## config.mk

```make
export PLATFORM = sky130hd
export DESIGN_NAME = escaped_node_record_parser
export DESIGN_NICKNAME = d
export VERILOG_FILES = /design/src/rtl/core/enrp_pkg.sv /design/src/rtl/core/escaped_node_record_parser.sv /design/src/rtl/core/enrp_out_queue.sv
export SDC_FILE = /design/constraint.sdc
export NUM_CORES = 2
export LEC_CHECK = 0
export ABC_CLOCK_PERIOD_IN_PS = 9000
export BUFFER_PORTS_ARGS = -buffer_cell sky130_fd_sc_hd__buf_2
export CORE_MARGIN = 3
export CORE_UTILIZATION = 45
export CTS_CLUSTER_SIZE = 20
export DETAILED_ROUTE_END_ITERATION = 12
export GPL_TIMING_DRIVEN = 0
export SETUP_SLACK_MARGIN = 0.02
export SLEW_MARGIN = 20
export SYNTH_ARGS = -nofsm -noshare
export SYNTH_HDL_FRONTEND = slang
export SYNTH_SLANG_ARGS = --single-unit
```

## constraint.sdc

```tcl
create_clock -name clk -period 9 [get_ports clk]
set_clock_uncertainty 0.2 [all_clocks]
set_input_delay 1.8 -clock clk [delete_from_list [all_inputs] [get_ports clk]]
set_output_delay 1.8 -clock clk [all_outputs]
set_load 0.02 [all_outputs]
```

## src/rtl/core/enrp_pkg.sv

```systemverilog
// ----------------------------------------------------------------------------
// enrp_pkg
// Types and constants of the escaped node record parser.
// ----------------------------------------------------------------------------
package enrp_pkg;

    localparam int unsigned HEADER_RESERVED_BYTES = 128;
    localparam logic [7:0]  ESCAPE_BYTE = 8'hFD;
    localparam logic [7:0]  NODE_OPEN   = 8'hFE;
    localparam logic [7:0]  NODE_CLOSE  = 8'hFF;
    localparam logic [15:0] HEADER_ATTR_SIZE = 16'd140;
    localparam logic [7:0]  ATTR_SERVER = 8'h10;
    localparam logic [7:0]  ATTR_CLIENT = 8'h11;
    localparam logic [7:0]  ATTR_SPEED  = 8'h14;
    localparam logic [7:0]  ATTR_LIGHT  = 8'h2A;
    localparam logic [7:0]  ATTR_TOP    = 8'h2B;

    localparam logic [1:0] KIND_RECORD  = 2'd0;
    localparam logic [1:0] KIND_SUMMARY = 2'd1;
    localparam logic [1:0] KIND_ERROR   = 2'd2;

    localparam logic [2:0] ST_OK         = 3'd0;
    localparam logic [2:0] ST_BAD_HEADER = 3'd1;
    localparam logic [2:0] ST_BAD_VER    = 3'd2;
    localparam logic [2:0] ST_BAD_SIZE   = 3'd3;
    localparam logic [2:0] ST_TRUNC      = 3'd4;
    localparam logic [2:0] ST_UNEXP_END  = 3'd5;

    localparam logic [0:0] CFG_FORMAT = 1'd0;
    localparam logic [0:0] CFG_CLIENT = 1'd1;

    typedef enum logic [4:0] {
        PH_H0 = 5'd0, PH_H1 = 5'd1, PH_H2 = 5'd2, PH_H3 = 5'd3, PH_H4 = 5'd4,
        PH_H5 = 5'd5, PH_FMT = 5'd6, PH_CLI = 5'd7, PH_DUP = 5'd8,
        PH_RSV = 5'd9, PH_NODE = 5'd10, PH_NTYPE = 5'd11, PH_NFLAGS = 5'd12,
        PH_ACODE = 5'd13, PH_ASZ = 5'd14, PH_AVAL = 5'd15, PH_DONE = 5'd16
    } phase_t;

    typedef struct packed {
        logic [7:0] byte_in;
        logic       end_of_file;
    } in_item_t;

    typedef struct packed {
        logic [1:0]  result_kind;
        logic [2:0]  status;
        logic [31:0] item_flags;
        logic [7:0]  node_type;
        logic [15:0] srv_id;
        logic [15:0] clnt_id;
        logic [15:0] speed;
        logic [15:0] lamp_level;
        logic [15:0] lamp_hue;
        logic [7:0]  top_rank;
        logic        last;
    } out_item_t;

    typedef struct packed {
        logic      valid;
        out_item_t item;
    } res_slot_t;

    function automatic logic [15:0] hdr_width(input phase_t ph);
        case (ph)
            PH_H0, PH_H3, PH_FMT, PH_CLI, PH_DUP: hdr_width = 16'd4;
            PH_H5:                               hdr_width = 16'd2;
            default:                             hdr_width = 16'd1;
        endcase
    endfunction

    function automatic logic [31:0] hdr_expect(input phase_t ph);
        case (ph)
            PH_H1:   hdr_expect = {24'd0, NODE_OPEN};
            PH_H4:   hdr_expect = 32'd1;
            PH_H5:   hdr_expect = {16'd0, HEADER_ATTR_SIZE};
            default: hdr_expect = 32'd0;
        endcase
    endfunction

endpackage

```

## src/rtl/core/escaped_node_record_parser.sv

```systemverilog
// ----------------------------------------------------------------------------
// escaped_node_record_parser
// Unescapes a node file byte stream, checks header, emits item records,
// error results and a maxima summary at end of file.
// ----------------------------------------------------------------------------
// channel | dir | handshake             | payload
// in      | in  | in_valid / in_ready   | in_data  (in_item_t)
// out     | out | out_valid / out_ready | out_data (out_item_t)
// cfg     | in  | cfg_we                | cfg_index, cfg_wdata
//
// One byte per cycle while in_ready is high; each transfer updates the parse
// registers and pushes zero to two results into a four-entry result queue.
// in_ready drops while the queue holds more than two results.
// Reset restores the header phase and the reset register values.
// ----------------------------------------------------------------------------
module escaped_node_record_parser
    import enrp_pkg::*;
(
    input  logic        clk,
    input  logic        rst_n,
    input  logic        in_valid,
    output logic        in_ready,
    input  in_item_t    in_data,
    output logic        out_valid,
    input  logic        out_ready,
    output out_item_t   out_data,
    input  logic        cfg_we,
    input  logic [0:0]  cfg_index,
    input  logic [31:0] cfg_wdata
);
    logic [31:0] efmt_reg, ecli_reg;
    logic        esc_reg, esc_next;
    phase_t      ph_reg, ph_next;
    logic [15:0] bc_reg, bc_next;
    logic [31:0] fs_reg, fs_next;
    logic [7:0]  ac_reg, ac_next;
    logic [15:0] as_reg, as_next;
    logic [31:0] fv_reg, fv_next;
    logic [31:0] cf_reg, cf_next;
    logic [7:0]  ct_reg, ct_next;
    logic [15:0] cv_reg [6];
    logic [15:0] cv_next [6];
    logic [15:0] mx_reg [6];
    logic [15:0] mx_next [6];
    logic        lbe_reg, lbe_next;
    logic        err_reg, err_next;

    res_slot_t   p0, p1;
    logic        take;
    logic [7:0]  b;
    logic        deliver;
    logic [15:0] bc_inc;
    logic [31:0] fs_acc;
    logic [15:0] req;
    logic [2:0]  st;

    assign take = in_valid && in_ready;
    assign b    = in_data.byte_in;
    assign bc_inc = bc_reg + 16'd1;
    assign fs_acc = fs_reg | ({24'd0, b} << {bc_reg[1:0], 3'b000});

    always_comb
    begin
        case (ac_reg)
            ATTR_SERVER, ATTR_CLIENT, ATTR_SPEED: req = 16'd2;
            ATTR_LIGHT: req = 16'd4;
            ATTR_TOP:   req = 16'd1;
            default:    req = 16'd0;
        endcase
    end

    always_comb
    begin
        esc_next = esc_reg;
        ph_next = ph_reg;
        bc_next = bc_reg;
        fs_next = fs_reg;
        ac_next = ac_reg;
        as_next = as_reg;
        fv_next = fv_reg;
        cf_next = cf_reg;
        ct_next = ct_reg;
        cv_next = cv_reg;
        mx_next = mx_reg;
        lbe_next = lbe_reg;
        err_next = err_reg;
        p0 = '0;
        p1 = '0;
        st = ST_OK;
        deliver = 1'b0;
        if (esc_reg)
        begin
            esc_next = 1'b0;
            deliver = 1'b1;
        end
        else if (b == ESCAPE_BYTE)
            esc_next = 1'b1;
        else
            deliver = 1'b1;

        if (deliver && !err_reg)
        begin
            if (ph_reg <= PH_DUP)
            begin
                fs_next = fs_acc;
                bc_next = bc_inc;
                if (bc_inc == hdr_width(ph_reg))
                begin
                    bc_next = '0;
                    fs_next = '0;
                    ph_next = phase_t'(ph_reg + 5'd1);
                    if (ph_reg == PH_DUP && HEADER_RESERVED_BYTES == 0)
                        ph_next = PH_NODE;
                    if (ph_reg < PH_FMT && fs_acc != hdr_expect(ph_reg))
                    begin
                        p0.valid = 1'b1;
                        p0.item.result_kind = KIND_ERROR;
                        p0.item.status = ST_BAD_HEADER;
                        err_next = 1'b1;
                        ph_next = ph_reg;
                        bc_next = bc_inc;
                        fs_next = fs_acc;
                    end
                    else if (ph_reg == PH_FMT)
                        fv_next = fs_acc;
                    else if (ph_reg == PH_CLI && fv_reg != efmt_reg && fs_acc != ecli_reg)
                    begin
                        p0.valid = 1'b1;
                        p0.item.result_kind = KIND_ERROR;
                        p0.item.status = ST_BAD_VER;
                        err_next = 1'b1;
                        ph_next = ph_reg;
                        bc_next = bc_inc;
                        fs_next = fs_acc;
                    end
                end
            end
            else
            begin
                case (ph_reg)
                    PH_RSV:
                    begin
                        bc_next = bc_inc;
                        if (bc_inc >= 16'(HEADER_RESERVED_BYTES))
                        begin
                            ph_next = PH_NODE;
                            bc_next = '0;
                            fs_next = '0;
                        end
                    end
                    PH_NODE:
                    begin
                        if (b == NODE_OPEN)
                        begin
                            for (int i = 0; i < 6; i++)
                                cv_next[i] = '0;
                            cf_next = '0;
                            ct_next = '0;
                            ph_next = PH_NTYPE;
                            bc_next = '0;
                            fs_next = '0;
                        end
                        else
                        begin
                            lbe_next = (b == NODE_CLOSE);
                            ph_next = PH_DONE;
                        end
                    end
                    PH_NTYPE:
                    begin
                        ct_next = b;
                        ph_next = PH_NFLAGS;
                        bc_next = '0;
                        fs_next = '0;
                    end
                    PH_NFLAGS:
                    begin
                        fs_next = fs_acc;
                        bc_next = bc_inc;
                        if (bc_inc == 16'd4)
                        begin
                            cf_next = fs_acc;
                            ph_next = PH_ACODE;
                            bc_next = '0;
                            fs_next = '0;
                        end
                    end
                    PH_ACODE:
                    begin
                        if (b == NODE_CLOSE)
                        begin
                            for (int i = 0; i < 6; i++)
                                if (cv_reg[i] > mx_reg[i])
                                    mx_next[i] = cv_reg[i];
                            p0.valid = 1'b1;
                            p0.item.result_kind = KIND_RECORD;
                            p0.item.item_flags = cf_reg;
                            p0.item.node_type = ct_reg;
                            p0.item.srv_id = cv_reg[0];
                            p0.item.clnt_id = cv_reg[1];
                            p0.item.speed = cv_reg[2];
                            p0.item.lamp_level = cv_reg[3];
                            p0.item.lamp_hue = cv_reg[4];
                            p0.item.top_rank = cv_reg[5][7:0];
                            ph_next = PH_NODE;
                        end
                        else
                        begin
                            ac_next = b;
                            ph_next = PH_ASZ;
                        end
                        bc_next = '0;
                        fs_next = '0;
                    end
                    PH_ASZ:
                    begin
                        fs_next = fs_acc;
                        bc_next = bc_inc;
                        if (bc_inc == 16'd2)
                        begin
                            as_next = fs_acc[15:0];
                            if (req != 16'd0 && fs_acc[15:0] != req)
                            begin
                                p0.valid = 1'b1;
                                p0.item.result_kind = KIND_ERROR;
                                p0.item.status = ST_BAD_SIZE;
                                err_next = 1'b1;
                            end
                            else
                            begin
                                ph_next = (fs_acc[15:0] == 16'd0) ? PH_ACODE : PH_AVAL;
                                bc_next = '0;
                                fs_next = '0;
                            end
                        end
                    end
                    PH_AVAL:
                    begin
                        fs_next = fs_acc;
                        bc_next = bc_inc;
                        if (bc_inc >= as_reg)
                        begin
                            case (ac_reg)
                                ATTR_SERVER: cv_next[0] = fs_acc[15:0];
                                ATTR_CLIENT: cv_next[1] = fs_acc[15:0];
                                ATTR_SPEED:  cv_next[2] = fs_acc[15:0];
                                ATTR_LIGHT:
                                begin
                                    cv_next[3] = fs_acc[15:0];
                                    cv_next[4] = fs_acc[31:16];
                                end
                                ATTR_TOP:    cv_next[5] = {8'd0, fs_acc[7:0]};
                                default: ;
                            endcase
                            ph_next = PH_ACODE;
                            bc_next = '0;
                            fs_next = '0;
                        end
                    end
                    default:
                    begin
                        lbe_next = 1'b0;
                        ph_next = PH_DONE;
                    end
                endcase
            end
        end

        if (in_data.end_of_file)
        begin
            if (!err_next)
            begin
                p1.valid = 1'b1;
                if (ph_next < PH_DUP)
                begin
                    p1.item.result_kind = KIND_ERROR;
                    p1.item.status = ST_BAD_HEADER;
                end
                else
                begin
                    if (ph_next == PH_NODE)
                        st = ST_UNEXP_END;
                    else if (ph_next >= PH_DONE)
                        st = lbe_next ? ST_OK : ST_UNEXP_END;
                    else
                        st = ST_TRUNC;
                    p1.item.result_kind = KIND_SUMMARY;
                    p1.item.status = st;
                    p1.item.srv_id = mx_next[0];
                    p1.item.clnt_id = mx_next[1];
                    p1.item.speed = mx_next[2];
                    p1.item.lamp_level = mx_next[3];
                    p1.item.lamp_hue = mx_next[4];
                    p1.item.top_rank = mx_next[5][7:0];
                end
            end
            esc_next = 1'b0;
            ph_next = PH_H0;
            bc_next = '0;
            fs_next = '0;
            ac_next = '0;
            as_next = '0;
            fv_next = '0;
            cf_next = '0;
            ct_next = '0;
            for (int i = 0; i < 6; i++)
            begin
                cv_next[i] = '0;
                mx_next[i] = '0;
            end
            lbe_next = 1'b0;
            err_next = 1'b0;
        end
        if (p1.valid)
            p1.item.last = 1'b1;
        else if (p0.valid)
            p0.item.last = 1'b1;
        if (!take)
        begin
            p0.valid = 1'b0;
            p1.valid = 1'b0;
        end
    end

    always_ff @(posedge clk or negedge rst_n)
    begin
        if (!rst_n)
        begin
            efmt_reg <= 32'd3;
            ecli_reg <= 32'd23;
            esc_reg <= 1'b0;
            ph_reg <= PH_H0;
            bc_reg <= '0;
            fs_reg <= '0;
            ac_reg <= '0;
            as_reg <= '0;
            fv_reg <= '0;
            cf_reg <= '0;
            ct_reg <= '0;
            for (int i = 0; i < 6; i++)
            begin
                cv_reg[i] <= '0;
                mx_reg[i] <= '0;
            end
            lbe_reg <= 1'b0;
            err_reg <= 1'b0;
        end
        else
        begin
            if (cfg_we && cfg_index == CFG_FORMAT)
                efmt_reg <= cfg_wdata;
            if (cfg_we && cfg_index == CFG_CLIENT)
                ecli_reg <= cfg_wdata;
            if (take)
            begin
                esc_reg <= esc_next;
                ph_reg <= ph_next;
                bc_reg <= bc_next;
                fs_reg <= fs_next;
                ac_reg <= ac_next;
                as_reg <= as_next;
                fv_reg <= fv_next;
                cf_reg <= cf_next;
                ct_reg <= ct_next;
                cv_reg <= cv_next;
                mx_reg <= mx_next;
                lbe_reg <= lbe_next;
                err_reg <= err_next;
            end
        end
    end

    enrp_out_queue u_queue (
        .clk       (clk),
        .rst_n     (rst_n),
        .push0     (p0),
        .push1     (p1),
        .can_push  (in_ready),
        .out_valid (out_valid),
        .out_ready (out_ready),
        .out_data  (out_data)
    );
endmodule

```

## src/rtl/core/enrp_out_queue.sv

```systemverilog
// ----------------------------------------------------------------------------
// enrp_out_queue
// Result queue: takes up to two results per byte and delivers one per transfer.
// ----------------------------------------------------------------------------
module enrp_out_queue
    import enrp_pkg::*;
(
    input  logic      clk,
    input  logic      rst_n,
    input  res_slot_t push0,
    input  res_slot_t push1,
    output logic      can_push,
    output logic      out_valid,
    input  logic      out_ready,
    output out_item_t out_data
);
    out_item_t  mem_reg [4];
    logic [1:0] rd_reg, wr_reg, rd_next, wr_next;
    logic [2:0] cnt_reg, cnt_next;
    logic       pop;
    logic [1:0] npush;

    assign out_valid = (cnt_reg != 3'd0);
    assign out_data  = mem_reg[rd_reg];
    assign pop       = out_valid && out_ready;
    assign can_push  = (cnt_reg <= 3'd2);
    assign npush     = {1'b0, push0.valid} + {1'b0, push1.valid};

    always_comb
    begin
        rd_next  = rd_reg + {1'b0, pop};
        wr_next  = wr_reg + npush;
        cnt_next = cnt_reg + {1'b0, npush} - {2'b0, pop};
    end

    always_ff @(posedge clk or negedge rst_n)
    begin
        if (!rst_n)
        begin
            rd_reg  <= '0;
            wr_reg  <= '0;
            cnt_reg <= '0;
        end
        else
        begin
            rd_reg  <= rd_next;
            wr_reg  <= wr_next;
            cnt_reg <= cnt_next;
        end
    end

    always_ff @(posedge clk)
    begin
        if (push0.valid)
            mem_reg[wr_reg] <= push0.item;
        if (push1.valid)
            mem_reg[push0.valid ? wr_reg + 2'd1 : wr_reg] <= push1.item;
    end
endmodule

```

==> summary.txt <==
Clocking
  • Clock Tree Root: clkbuf_16
  • CTS tree: yes
  • Setup bufs post-CTS: 0
  • Post-CTS Hold Buffers: 0
  • H-tree Lvls: 3
  • Resized Gates After CTS: 0
  • CTS buffer count: 103
  • Clk buf depth: 3
  • Clock transition at path regs: 0.06 ns
  • TritonCTS Sinks: 935
  • Insertion delay of the later-clocked pin in the worst-skew pair: 0.69 ns

Die
  • Die area: 108000 um2
  • Rows: 117
  • Die Y: 328 um
  • Core area: 102000 um2
  • Initial core utilization: 45.6%
  • Die outline width: 328 um
  • IO Pins: 183

Route
  • Met2 wire len: 76900 um
  • First DRT Iteration DRCs: 3872
  • Drc violations: 0
  • Uppermost layer routed: met5
  • Routed len/inst: 27.2 um
  • Final wirelength: 167000 um
  • Met3 routed WL: 13600 um
  • Final ANT Viol Nets: 0
  • Metal-1 WL: 66600 um
  • Vias/cell: 6.25
  • Via count: 38400
  • Detailed-router iteration count before antenna repair: 5

Synth
  • Async SR Flop Fraction: 42.7%
  • Top cells by area, synth: edfxtp_1 24%, dfrtp_1 21%, dfxtp_1 7.0%
  • Post-synthesis cell count: 4361
  • Seq/Total Area, Yosys: 52.3%
  • Synthesized Nets: 4531
  • Yosys warning count: 0
  • Yosys reg bits: 935
  • Most frequent cell after synthesis: nand2_1
  • Synth unique cells: 89
  • Post-synth top cells: 570 x nand2_1, 393 x dfrtp_1, 372 x edfxtp_1
  • Post-synth EDFFs: 372
  • Ys flop type: dfrtp_1
  • Syn avg cell area: 10.7 um2
  • Top-area cell type share of the netlist area: 23.9%
  • Mapped cell area: 46800 um2
  • Largest area contributor in the netlist: edfxtp_1

Finish
  • Max reg flops: 536
  • Nets: 4835
  • Final Util: 52.1%
  • Final Instance Area: 53400 um2
  • Layout cells sized above 1: 16.7%
  • Area Growth Syn to Fin: 14.1%

GRT
  • Grt ovf: 0
  • First-pass GRT wire length: 245000 um
  • Initial antenna violation count: 12
  • Largest net degree at the start of global routing: 97
  • Tot GR Track Use: 30.3%
  • Vias in the first global route: 37500

Setup path
  • Critical-path maximum fanout: 39
  • CP Data Required Time: 9.16 ns
  • Setup crit start kind: input port
  • Crit Path Class: input port to flop
  • Critical Path AT: 7.57 ns
  • Worst setup EP type: flop

Placed design
  • # port buffers: 178
  • Gpl congestion: 0.968
  • Placed Instance Area: 49900 um2
  • Final HPWL DP: 120000 um

Timing
  • Setup-failing EPs final: 0
  • Slew Limit Fails: 0
  • Final hold violation count: 0
  • Unrepaired setup endpoints after global routing: false
  • F_max: 135 MHz
  • Slew @ Worst Pin: 1.25 ns
  • Final period util: 82.4%
  • Slew headroom: 16.4%
  • Post-route setup TNS: 0 ns
  • Post-layout min period: 7.41 ns

Power
  • Peak supply drop: 157 uV
  • P_leak: 20.3 nW
  • Total Power: 14.6 mW
  • Pwr Density: 274 nW/um2

Min path
  • Type of the tightest min-delay check: flop to flop

Flow run
  • Total of max-cap violations: 0

Status
  • Status: completed
==> per-stage QoR <==
step | setup WS (ns) | hold WS [ns] | instances
floorplan | 1.96 | 0.229 | 4361
CTS | 1.73 | 0.249 | 6122
finish | 1.59 | 0.248 | 6132
global route | 1.45 | 0.262 | 6125
global placement | -2.58 | 0.235 | 5907
detailed placement | 1.01 | 0.240 | 5927
==> worst max-delay path: stages <==
cell	delay, ns
clkbuf_1	0.28
nor3b_1	0.28
nor2_1	0.76
nor4b_1	0.32
a21oi_1	0.07
o32ai_1	0.87
nor2_1	0.26
o221ai_1	0.33
nand3_2	0.28
inv_2	0.19
buf_4	0.19
nand2_1	0.37
clkbuf_1	0.48
nand2_4	0.45
buf_16	0.28
buf_16	0.28
==> per-layer routing <==
layer	up-vias	GRT usage (%)
li1	16900	-
met1	19100	39.9
met2	1906	47.9
met3	426	5.59
met4	2	15.6
met5	-	0
==> worst paths after layout <==
| kind | startpoint | endpoint | slack (ns) | cells past startpoint |
|---|---|---|---|---|
| min reg2reg | u_queue.mem_reg[3][104] | u_queue.mem_reg[3][104] | 0.25 | 2 |
| max reg2reg | bc_reg[0] | u_queue.mem_reg[0][48] | 2.00 | 19 |
| max in group asynchronous | rst_n | cv_reg[68] | 6.03 | 4 |
| min in group asynchronous | rst_n | bc_reg[11] | 0.82 | 1 |
| min | u_queue.mem_reg[3][104] | u_queue.mem_reg[3][104] | 0.25 | 2 |
| max | in_data[1] | u_queue.mem_reg[2][44] | 1.59 | 16 |
==> layout by cell type, fill, tap and decap left out, types with 104 or more instances in the layout <==
master     Yosys  routed
nor2_1       197     193
inv_1        154     154
mux4_2       134     134
o21ai_0      158     158
dfxtp_1      164     164
clkbuf_16      0     109
o22ai_1      260     260
nand3_1      191     191
buf_2         86     266
o31ai_1      156     156
a21oi_1      314     307
mux2_2       129     129
ha_1         122     122
edfxtp_1     372     372
clkbuf_1     213     234
dfrtp_1      393     393
or3_1        104     104
nand2_1      570     566
==> power by group <==
part	internal, mW	leakage (nW)	switching [mW]	total (mW)
clock	2.49	1.70	1.79	4.28
sequential	4.97	10.3	0.303	5.27
combinational	1.71	8.31	3.37	5.08
==> cell families after synthesis <==
kind of cell    after synthesis  synth area share, %
mux                         305                 10.5
simple gates               1301                 13.0
fa+ha+maj                   123                 3.31
xor+xnor                     60                 1.12
flops                       935                 52.3
buf+inv                     498                 4.37
compound gates             1139                 15.5
==> layout make-up <==
type                       count  area (um2)
clock buffer                 154        3130
inverter                     158         593
antenna                        9        22.5
tap                         1368        1710
clock inverter                41         313
timing repair buffer         199        1310
buffer                       340        1460
fill                        9252       49100
multi-input combinational   2928       20400
sequential                   935       24400
Power figures use the tool's default switching activity.
